[src/rtl/core/ilcs_pkg.sv]
// ----------------------------------------------------------------------------
// ilcs_pkg
// Shared types, constants and ones' complement helpers for the IPv4 / L4
// checksum stream block.
// ----------------------------------------------------------------------------
package ilcs_pkg;

	// Queue between the classifier and the summing back end
	localparam int FIFO_AW    = 2;
	localparam int FIFO_DEPTH = 1 << FIFO_AW;

	// Fixed header word positions and the saturation limit of the word index
	localparam logic [15:0] IDX_VER_IHL  = 16'd0;
	localparam logic [15:0] IDX_TOT_LEN  = 16'd1;
	localparam logic [15:0] IDX_PROTO    = 16'd4;
	localparam logic [15:0] IDX_HDR_CHK  = 16'd5;
	localparam logic [15:0] IDX_ADDR_LO  = 16'd6;
	localparam logic [15:0] IDX_ADDR_HI  = 16'd9;
	localparam logic [15:0] IDX_SAT      = 16'hffff;

	// IP protocol numbers
	localparam logic [7:0] PROTO_ICMP = 8'd1;
	localparam logic [7:0] PROTO_TCP  = 8'd6;
	localparam logic [7:0] PROTO_UDP  = 8'd17;

	// Checksum word offsets inside the L4 header
	localparam logic [15:0] OFF_ICMP_CHK = 16'd1;
	localparam logic [15:0] OFF_TCP_CHK  = 16'd8;
	localparam logic [15:0] OFF_UDP_CHK  = 16'd3;

	// Result kind codes
	localparam logic [1:0] KIND_NONE = 2'd0;
	localparam logic [1:0] KIND_ICMP = 2'd1;
	localparam logic [1:0] KIND_TCP  = 2'd2;
	localparam logic [1:0] KIND_UDP  = 2'd3;

	// One classified beat, as queued for the back end
	typedef struct packed {
		logic [15:0] word;     // packet word as received
		logic        pad;      // odd tail byte: drop the low byte from the payload sum
		logic        add_hdr;  // feeds the IP header sum
		logic        add_pay;  // feeds the L4 payload sum
		logic        add_psd;  // feeds the address part of the pseudo-header
		logic        last;     // closes the packet
		logic [1:0]  kind;     // L4 kind, valid on last
		logic        trunc;    // packet shorter than its length field, valid on last
		logic [15:0] tot_len;  // total length, valid on last
		logic [15:0] hlen_c;   // complement of header length in bytes, valid on last
		logic [7:0]  proto;    // protocol byte, valid on last
	} ilcs_item_t;

	// Two-operand ones' complement add with end-around carry
	function automatic logic [15:0] oc_add(input logic [15:0] a, input logic [15:0] b);
		logic [16:0] s;
		s = {1'b0, a} + {1'b0, b};
		return s[15:0] + {15'd0, s[16]};
	endfunction

	// Fold a 19-bit plain sum into a 16-bit ones' complement value
	function automatic logic [15:0] oc_fold19(input logic [18:0] s);
		logic [16:0] f;
		f = {1'b0, s[15:0]} + {14'd0, s[18:16]};
		return f[15:0] + {15'd0, f[16]};
	endfunction

endpackage

[src/rtl/core/ilcs_front.sv]
// ----------------------------------------------------------------------------
// ilcs_front
// Tracks the word position, captures the header fields and tags each beat
// with the sums it belongs to before it enters the queue.
// ----------------------------------------------------------------------------
module ilcs_front (
	input  logic                 clk,
	input  logic                 arst_n,
	input  logic                 in_valid,
	output logic                 in_ready,
	input  logic [15:0]          data_word,
	input  logic                 last,
	input  logic                 q_full,
	output logic                 q_push,
	output ilcs_pkg::ilcs_item_t q_item
);

	logic [15:0] word_index_q;
	logic [4:0]  header_words_q;
	logic [15:0] total_length_q;
	logic [7:0]  protocol_q;

	logic [4:0]  hw_eff;
	logic [15:0] tl_eff;
	logic [7:0]  pr_eff;
	logic [16:0] two_i;
	logic [17:0] two_i_p1;
	logic [17:0] two_i_p2;
	logic [15:0] off;
	logic        in_pay;
	logic        is_chk;
	logic        pad;
	logic [1:0]  kind;
	logic [5:0]  hlen_bytes;

	assign in_ready = !q_full;
	assign q_push   = in_valid && in_ready;

	// Take header fields from the current beat when it carries them
	always_comb begin
		hw_eff = (word_index_q == ilcs_pkg::IDX_VER_IHL) ? {data_word[11:8], 1'b0}
			: header_words_q;
		tl_eff = (word_index_q == ilcs_pkg::IDX_TOT_LEN) ? data_word : total_length_q;
		pr_eff = (word_index_q == ilcs_pkg::IDX_PROTO) ? data_word[7:0] : protocol_q;
	end

	// Classify the beat
	always_comb begin
		two_i      = {word_index_q, 1'b0};
		two_i_p1   = {1'b0, two_i} + 18'd1;
		two_i_p2   = {1'b0, two_i} + 18'd2;
		off        = word_index_q - {11'd0, hw_eff};
		in_pay     = (word_index_q >= {11'd0, hw_eff}) && (two_i < {1'b0, tl_eff});
		is_chk     = ((pr_eff == ilcs_pkg::PROTO_ICMP) && (off == ilcs_pkg::OFF_ICMP_CHK))
			|| ((pr_eff == ilcs_pkg::PROTO_TCP) && (off == ilcs_pkg::OFF_TCP_CHK))
			|| ((pr_eff == ilcs_pkg::PROTO_UDP) && (off == ilcs_pkg::OFF_UDP_CHK));
		pad        = two_i_p1 >= {2'd0, tl_eff};
		hlen_bytes = {hw_eff, 1'b0};
		case (pr_eff)
			ilcs_pkg::PROTO_ICMP: kind = ilcs_pkg::KIND_ICMP;
			ilcs_pkg::PROTO_TCP:  kind = ilcs_pkg::KIND_TCP;
			ilcs_pkg::PROTO_UDP:  kind = ilcs_pkg::KIND_UDP;
			default:              kind = ilcs_pkg::KIND_NONE;
		endcase

		q_item.word    = data_word;
		q_item.pad     = pad;
		q_item.add_hdr = ({11'd0, hw_eff} > word_index_q)
			&& (word_index_q != ilcs_pkg::IDX_HDR_CHK);
		q_item.add_pay = in_pay && !is_chk;
		q_item.add_psd = (word_index_q >= ilcs_pkg::IDX_ADDR_LO)
			&& (word_index_q <= ilcs_pkg::IDX_ADDR_HI);
		q_item.last    = last;
		q_item.kind    = kind;
		q_item.trunc   = two_i_p2 < {2'd0, tl_eff};
		q_item.tot_len = tl_eff;
		q_item.hlen_c  = ~{10'd0, hlen_bytes};
		q_item.proto   = pr_eff;
	end

	// Advance the position and hold the header fields; clear on the last beat
	always_ff @(posedge clk or negedge arst_n) begin
		if (!arst_n) begin
			word_index_q   <= '0;
			header_words_q <= '0;
			total_length_q <= '0;
			protocol_q     <= '0;
		end else if (q_push) begin
			if (last) begin
				word_index_q   <= '0;
				header_words_q <= '0;
				total_length_q <= '0;
				protocol_q     <= '0;
			end else begin
				if (word_index_q != ilcs_pkg::IDX_SAT) begin
					word_index_q <= word_index_q + 16'd1;
				end
				header_words_q <= hw_eff;
				total_length_q <= tl_eff;
				protocol_q     <= pr_eff;
			end
		end
	end

endmodule

[src/rtl/core/ilcs_fifo.sv]
// ----------------------------------------------------------------------------
// ilcs_fifo
// Short queue of classified beats between the front and back ends.
// ----------------------------------------------------------------------------
module ilcs_fifo (
	input  logic                 clk,
	input  logic                 arst_n,
	input  logic                 push,
	input  ilcs_pkg::ilcs_item_t push_item,
	output logic                 full,
	input  logic                 pop,
	output logic                 nonempty,
	output ilcs_pkg::ilcs_item_t pop_item
);

	ilcs_pkg::ilcs_item_t             entry_q [ilcs_pkg::FIFO_DEPTH];
	logic [ilcs_pkg::FIFO_AW-1:0]     wr_ptr_q;
	logic [ilcs_pkg::FIFO_AW-1:0]     rd_ptr_q;
	logic [ilcs_pkg::FIFO_AW:0]       count_q;

	assign full     = count_q == (ilcs_pkg::FIFO_AW+1)'(ilcs_pkg::FIFO_DEPTH);
	assign nonempty = count_q != '0;
	assign pop_item = entry_q[rd_ptr_q];

	// Store the incoming beat
	always_ff @(posedge clk) begin
		if (push) begin
			entry_q[wr_ptr_q] <= push_item;
		end
	end

	// Advance pointers and occupancy
	always_ff @(posedge clk or negedge arst_n) begin
		if (!arst_n) begin
			wr_ptr_q <= '0;
			rd_ptr_q <= '0;
			count_q  <= '0;
		end else begin
			if (push) begin
				wr_ptr_q <= wr_ptr_q + 1'b1;
			end
			if (pop) begin
				rd_ptr_q <= rd_ptr_q + 1'b1;
			end
			case ({push, pop})
				2'b10:   count_q <= count_q + 1'b1;
				2'b01:   count_q <= count_q - 1'b1;
				default: count_q <= count_q;
			endcase
		end
	end

endmodule

[src/rtl/core/ilcs_back.sv]
// ----------------------------------------------------------------------------
// ilcs_back
// Runs the ones' complement sums over queued beats, closes each packet into
// a finishing stage and holds the result in the output register.
// ----------------------------------------------------------------------------
module ilcs_back (
	input  logic                 clk,
	input  logic                 arst_n,
	input  logic                 q_nonempty,
	input  ilcs_pkg::ilcs_item_t q_item,
	output logic                 q_pop,
	output logic                 out_valid,
	input  logic                 out_ready,
	output logic [15:0]          ip_checksum,
	output logic [15:0]          l4_checksum,
	output logic [1:0]           l4_kind,
	output logic                 truncated
);

	logic [15:0] hdr_sum_q;
	logic [15:0] pay_sum_q;
	logic [15:0] psd_sum_q;
	logic [15:0] hdr_next;
	logic [15:0] pay_next;
	logic [15:0] psd_next;
	logic [15:0] pay_word;

	logic        valid_s1;
	logic [15:0] hdr_s1;
	logic [15:0] pay_s1;
	logic [15:0] psd_s1;
	logic [15:0] tot_len_s1;
	logic [15:0] hlen_c_s1;
	logic [7:0]  proto_s1;
	logic [1:0]  kind_s1;
	logic        trunc_s1;

	logic        out_valid_q;
	logic [15:0] ip_chk_q;
	logic [15:0] l4_chk_q;
	logic [1:0]  kind_q;
	logic        trunc_q;

	logic        out_load;
	logic        s1_ready;
	logic [18:0] full_sum;
	logic [15:0] l4_value;

	assign out_load = valid_s1 && (!out_valid_q || out_ready);
	assign s1_ready = !valid_s1 || out_load;
	assign q_pop    = q_nonempty && (!q_item.last || s1_ready);

	// Accumulate the current beat; mask the odd tail byte for the payload only
	always_comb begin
		pay_word = q_item.pad ? {q_item.word[15:8], 8'h00} : q_item.word;
		hdr_next = q_item.add_hdr ? ilcs_pkg::oc_add(hdr_sum_q, q_item.word) : hdr_sum_q;
		pay_next = q_item.add_pay ? ilcs_pkg::oc_add(pay_sum_q, pay_word) : pay_sum_q;
		psd_next = q_item.add_psd ? ilcs_pkg::oc_add(psd_sum_q, q_item.word) : psd_sum_q;
	end

	always_ff @(posedge clk or negedge arst_n) begin
		if (!arst_n) begin
			hdr_sum_q <= '0;
			pay_sum_q <= '0;
			psd_sum_q <= '0;
		end else if (q_pop) begin
			if (q_item.last) begin
				hdr_sum_q <= '0;
				pay_sum_q <= '0;
				psd_sum_q <= '0;
			end else begin
				hdr_sum_q <= hdr_next;
				pay_sum_q <= pay_next;
				psd_sum_q <= psd_next;
			end
		end
	end

	// Capture the closed packet into the finishing stage
	always_ff @(posedge clk or negedge arst_n) begin
		if (!arst_n) begin
			valid_s1 <= 1'b0;
		end else if (s1_ready) begin
			valid_s1 <= q_pop && q_item.last;
		end
	end

	always_ff @(posedge clk) begin
		if (q_pop && q_item.last) begin
			hdr_s1     <= hdr_next;
			pay_s1     <= pay_next;
			psd_s1     <= psd_next;
			tot_len_s1 <= q_item.tot_len;
			hlen_c_s1  <= q_item.hlen_c;
			proto_s1   <= q_item.proto;
			kind_s1    <= q_item.kind;
			trunc_s1   <= q_item.trunc;
		end
	end

	// Add the pseudo-header terms and invert for TCP/UDP; ICMP inverts the payload sum, others give zero
	always_comb begin
		full_sum = {3'd0, pay_s1} + {3'd0, tot_len_s1} + {3'd0, hlen_c_s1}
			+ {11'd0, proto_s1} + {3'd0, psd_s1};
		case (kind_s1)
			ilcs_pkg::KIND_ICMP: l4_value = ~pay_s1;
			ilcs_pkg::KIND_TCP,
			ilcs_pkg::KIND_UDP:  l4_value = ~ilcs_pkg::oc_fold19(full_sum);
			default:             l4_value = '0;
		endcase
	end

	// Hold the result until the beat is taken
	always_ff @(posedge clk or negedge arst_n) begin
		if (!arst_n) begin
			out_valid_q <= 1'b0;
		end else if (out_load) begin
			out_valid_q <= 1'b1;
		end else if (out_ready) begin
			out_valid_q <= 1'b0;
		end
	end

	always_ff @(posedge clk) begin
		if (out_load) begin
			ip_chk_q <= ~hdr_s1;
			l4_chk_q <= l4_value;
			kind_q   <= kind_s1;
			trunc_q  <= trunc_s1;
		end
	end

	assign out_valid   = out_valid_q;
	assign ip_checksum = ip_chk_q;
	assign l4_checksum = l4_chk_q;
	assign l4_kind     = kind_q;
	assign truncated   = trunc_q;

endmodule

[src/rtl/core/ipv4_l4_checksum_stream_top.sv]
// ----------------------------------------------------------------------------
// ipv4_l4_checksum_stream_top
// IPv4 header and ICMP/TCP/UDP checksum over a stream of 16-bit words.
// ----------------------------------------------------------------------------
//  channel  | direction | handshake           | payload
//  ---------+-----------+---------------------+----------------------------------
//  in       | input     | in_valid / in_ready | data_word, last
//  out      | output    | out_valid/out_ready | ip_checksum, l4_checksum,
//           |           |                     | l4_kind, truncated
//
//  One word is taken every cycle while the four-entry beat queue has room.
//  After the last word is taken it passes through the beat queue; its pop closes
//  the packet into the finishing stage, and the pseudo-header add feeds the
//  output register.
//  in_ready depends only on queue occupancy; a stalled output fills the queue.
//  Reset (arst_n low) clears position, sums, queue and result valid.
// ----------------------------------------------------------------------------
module ipv4_l4_checksum_stream_top (
	input  logic        clk,
	input  logic        arst_n,
	input  logic        in_valid,
	output logic        in_ready,
	input  logic [15:0] data_word,
	input  logic        last,
	output logic        out_valid,
	input  logic        out_ready,
	output logic [15:0] ip_checksum,
	output logic [15:0] l4_checksum,
	output logic [1:0]  l4_kind,
	output logic        truncated
);

	ilcs_pkg::ilcs_item_t push_item;
	ilcs_pkg::ilcs_item_t pop_item;
	logic                 push;
	logic                 pop;
	logic                 full;
	logic                 nonempty;

	ilcs_front u_front (
		.clk       (clk),
		.arst_n    (arst_n),
		.in_valid  (in_valid),
		.in_ready  (in_ready),
		.data_word (data_word),
		.last      (last),
		.q_full    (full),
		.q_push    (push),
		.q_item    (push_item)
	);

	ilcs_fifo u_fifo (
		.clk       (clk),
		.arst_n    (arst_n),
		.push      (push),
		.push_item (push_item),
		.full      (full),
		.pop       (pop),
		.nonempty  (nonempty),
		.pop_item  (pop_item)
	);

	ilcs_back u_back (
		.clk         (clk),
		.arst_n      (arst_n),
		.q_nonempty  (nonempty),
		.q_item      (pop_item),
		.q_pop       (pop),
		.out_valid   (out_valid),
		.out_ready   (out_ready),
		.ip_checksum (ip_checksum),
		.l4_checksum (l4_checksum),
		.l4_kind     (l4_kind),
		.truncated   (truncated)
	);

endmodule

[config.mk]
export PLATFORM = sky130hd
export DESIGN_NAME = ipv4_l4_checksum_stream_top
export DESIGN_NICKNAME = d
export VERILOG_FILES = /design/src/rtl/core/ilcs_pkg.sv /design/src/rtl/core/ilcs_front.sv /design/src/rtl/core/ilcs_fifo.sv /design/src/rtl/core/ilcs_back.sv /design/src/rtl/core/ipv4_l4_checksum_stream_top.sv
export SDC_FILE = /design/constraint.sdc
export NUM_CORES = 1
export LEC_CHECK = 0
export ABC_AREA = 1
export ABC_CLOCK_PERIOD_IN_PS = 7100
export BUFFER_PORTS_ARGS = -buffer_cell sky130_fd_sc_hd__clkbuf_2
export CORE_ASPECT_RATIO = 0.9
export CORE_MARGIN = 2
export CORE_UTILIZATION = 55
export DETAILED_ROUTE_END_ITERATION = 12
export GPL_TIMING_DRIVEN = 0
export PLACE_DENSITY = 0.76
export SYNTH_ARGS = -nofsm -noshare
export SYNTH_HDL_FRONTEND = slang
export SYNTH_SLANG_ARGS = --single-unit
[constraint.sdc]
create_clock -name clk -period 7.1 [get_ports clk]
set_input_delay 1.42 -clock clk [delete_from_list [all_inputs] [get_ports clk]]
set_output_delay 1.42 -clock clk [all_outputs]
set_load 0.01 [all_outputs]
==> summary.txt <==
STA
  • Final Hold Fails: 0
  • RSZ-0062 raised after global routing: yes
  • Max Slew Vio Count: 0
  • Max Fclk: 136.6 MHz
  • Worst slew margin: 0.2121
  • Worst Tran Pin Value: 1.182 ns
  • Final worst path period share: 1.031
  • Fin crit period: 7.323 ns
  • PnR worst setup slack: -0.2231 ns
  • Final setup viols: 7
  • Skew final: 0.03303 ns

Run
  • Maxcap violations: 0

Placed design
  • Cells after DPL: 3440
  • RePlAce Congestion: 0.9395
  • IO buf count: 57
  • Post-DP HPWL: 49.97 mm

Synthesis
  • Syn nets: 2965
  • Synthesized area: 0.02499 mm²
  • Top cell type's share of synthesized area: 0.3930
  • Register area share after synthesis: 0.4952
  • Number of synthesized flops with an enable pin: 327
  • Synth Register Bits: 429
  • Netlist cell types: 59
  • Warnings, synthesis: 0
  • Share of flip-flops with an asynchronous set or reset: 0.2378
  • Top FF cell, synth: edfxtp_1
  • Synth area leaders: edfxtp_1, dfrtp_1, nand2_1, ha_1, inv_1
  • Syn Area/Cell: 9.030 µm²
  • Area leader, netlist: edfxtp_1
  • Post-synthesis instance total: 2767

Global routing
  • GRT met3 Usage: 0.04650
  • Initial antenna violation count: 1
  • Met2 usage in global routing: 0.4661
  • Gr busiest metal: met2
  • GRT Residual Overflow: 0
  • Vias in the first global route: 19320
  • Grt met1 use: 0.3928
  • Gr usage total: 0.2877
  • Pin count of the biggest net entering global routing: 103
  • First-pass GRT wire length: 105.0 mm

Clock network
  • CTS clk-pin slew, worst paths: 0.06 ns
  • Clock latency on the worst-skew pair: 0.58 ns
  • H-tree levels: 2
  • Root buffer cell: clkbuf_16
  • Longest Clk Path Bufs: 3
  • CTS tree: yes
  • CTS buffer count: 44
  • CTS Sinks: 429

Floorplan
  • IO Pins: 58
  • CORE AREA: 0.04509 mm²
  • # rows: 74
  • DIE AREA: 0.04715 mm²
  • Die width: 228.7 µm
  • Die Ht: 206.2 µm
  • Initial core utilization: 0.5541

Worst setup path
  • Critical path class: reg2reg
  • Most common cell on crit path: nor2_4
  • Worst path bufs/invs: 4
  • Crit-path leading delay family: simple AND/OR/NAND/NOR gates
  • Critical path peak fanout: 4
  • Worst EP arrival: 7.64 ns
  • CP Capture Type: register
  • Reg2Reg Setup Slack: -0.22 ns
  • Setup crit start kind: register
  • Max incr delay on CP: 0.41 ns
  • Slowest-stage cell, CP: edfxtp_1
  • CP Data Required Time: 7.42 ns

Finish
  • Most common cell after layout, fill and taps aside: nand2_1
  • Antenna fix cells: 0
  • Nets: 3140
  • Most frequent cells in the layout: nand2_1, inv_1, edfxtp_1
  • Post-Layout Cell Count: 3584
  • Area Growth Syn to Fin: 15.08%
  • Share of layout cells above drive strength 1: 0.1445

Route
  • Wire per inst: 19.06 µm
  • Drt drc: 0
  • Drt first pass iters: 6
  • Initial drt markers: 2216
  • Vias per cell: 5.698
  • Post-Route WL: 68.31 mm
  • Via count: 20420
  • ANT nets after route: 0

Hold path
  • Worst hold path type: reg2reg

Status
  • Outcome: finished with violations
  • Failing checks: setup timing
-- worst paths after layout --
| kind | endpoint | cells past startpoint | start |
|---|---|---|---|
| max | u_back.l4_checksum[15] | 49 | u_back.tot_len_s1[0] |
| min | u_back.truncated | 0 | u_back.trunc_s1 |
| max reg2reg | u_back.l4_checksum[15] | 49 | u_back.tot_len_s1[0] |
| min reg2reg | u_back.truncated | 0 | u_back.trunc_s1 |
| max in group asynchronous | u_fifo.count_q[1] | 1 | arst_n |
| min in group asynchronous | u_back.hdr_sum_q[11] | 1 | arst_n |
-- cells by family (layout without fill, tap and decap cells) --
| logic type | count (synthesis) | after routing | share of synthesized area |
|---|---|---|---|
| AO/OA/AOI/OAI | 475 | 475 | 0.1119 |
| flip-flops | 429 | 429 | 0.4952 |
| XOR/XNOR | 66 | 66 | 0.02464 |
| AND/OR/NAND/NOR | 1199 | 1199 | 0.2095 |
| adder cells (fa/ha/maj) | 177 | 177 | 0.09465 |
| buffers and inverters | 421 | 630 | 0.06420 |
-- repair_timing --
action / in CTS / in global routing
gates resized for setup: 67 / 60
setup buffers: 53 / 24
hold buffers: 0 / 0
endpoints found under the setup margin: 15 / 13
pin swaps: 46 / 55
gates cloned: 0 / 0
-- per-layer routing --
layer,vias up,routed length [µm]
met2,898,31260
met4,2,2608
met1,9702,28740
met3,144,5696
li1,9677,-
met5,-,13
-- final cells by class --
| class | count | area, µm² |
|---|---|---|
| timing repair buffer | 129 | 957.2 |
| inverter | 356 | 1336 |
| sequential | 429 | 12370 |
| tap | 608 | 760.7 |
| clock buffer | 59 | 1207 |
| multi-input combinational | 1917 | 11560 |
| fill | 3600 | 16340 |
| clock inverter | 21 | 286.5 |
| buffer | 65 | 267.8 |
-- Yosys cell counts (5+ instances only) --
cell,count
o21a_1,10
o22ai_2,7
o31ai_1,5
o22ai_1,58
nand3_2,8
edfxtp_1,327
o21ai_2,10
nor2_4,8
inv_2,15
nor2_1,242
inv_1,338
fa_1,20
o21ai_1,8
buf_1,5
clkbuf_1,51
a21oi_1,107
a22o_1,19
nor3_1,11
nand3_1,154
nand3b_1,10
xnor2_1,18
xor2_1,43
ha_1,157
xor2_2,5
or2_2,17
dfrtp_1,102
nor2_2,19
buf_2,7
o21ai_0,203
a21boi_1,5
nand2_1,650
o21bai_1,8
nand4_1,30
nand2_2,26
a21o_1,5
a21boi_0,7
-- state kept, by name (all words and copies together) (netlist names), 3 cells and up --
| signal | count |
|---|---|
| u_back.tot_len_s1 | 16 |
| u_back.psd_sum_q | 16 |
| u_back.hdr_sum_q | 16 |
| u_back.psd_s1 | 16 |
| u_front.word_index_q | 16 |
| u_fifo.entry_q | 212 |
| u_back.hlen_c_s1 | 5 |
| u_back.hdr_s1 | 16 |
| u_front.protocol_q | 8 |
| u_back.pay_s1 | 16 |
| u_back.l4_checksum | 16 |
| u_fifo.count_q | 3 |
| u_back.proto_s1 | 8 |
| u_front.header_words_q | 5 |
| u_back.ip_checksum | 16 |
| u_front.total_length_q | 16 |
| u_back.pay_sum_q | 16 |
-- stage by stage --
stage,TNS [ns],hold WS [ns],util,worst slack [ns],cell area [µm²]
finish,-1.192,0.4430,0.6377,-0.2231,28750
global route,-4.835,0.4518,0.6377,-0.6576,28750
CTS,-1.476,0.4362,0.6310,-0.2130,28450
detailed placement,-10.33,0.4213,0.5825,-1.162,26260
global placement,-14.38,0.4072,0.5773,-1.021,26030
floorplan,0,0.4003,-,0.1425,24990
Power is left out: the tool's default activity adds up to more than one toggle a clock period on the data nets, which glitch-free logic cannot reach.
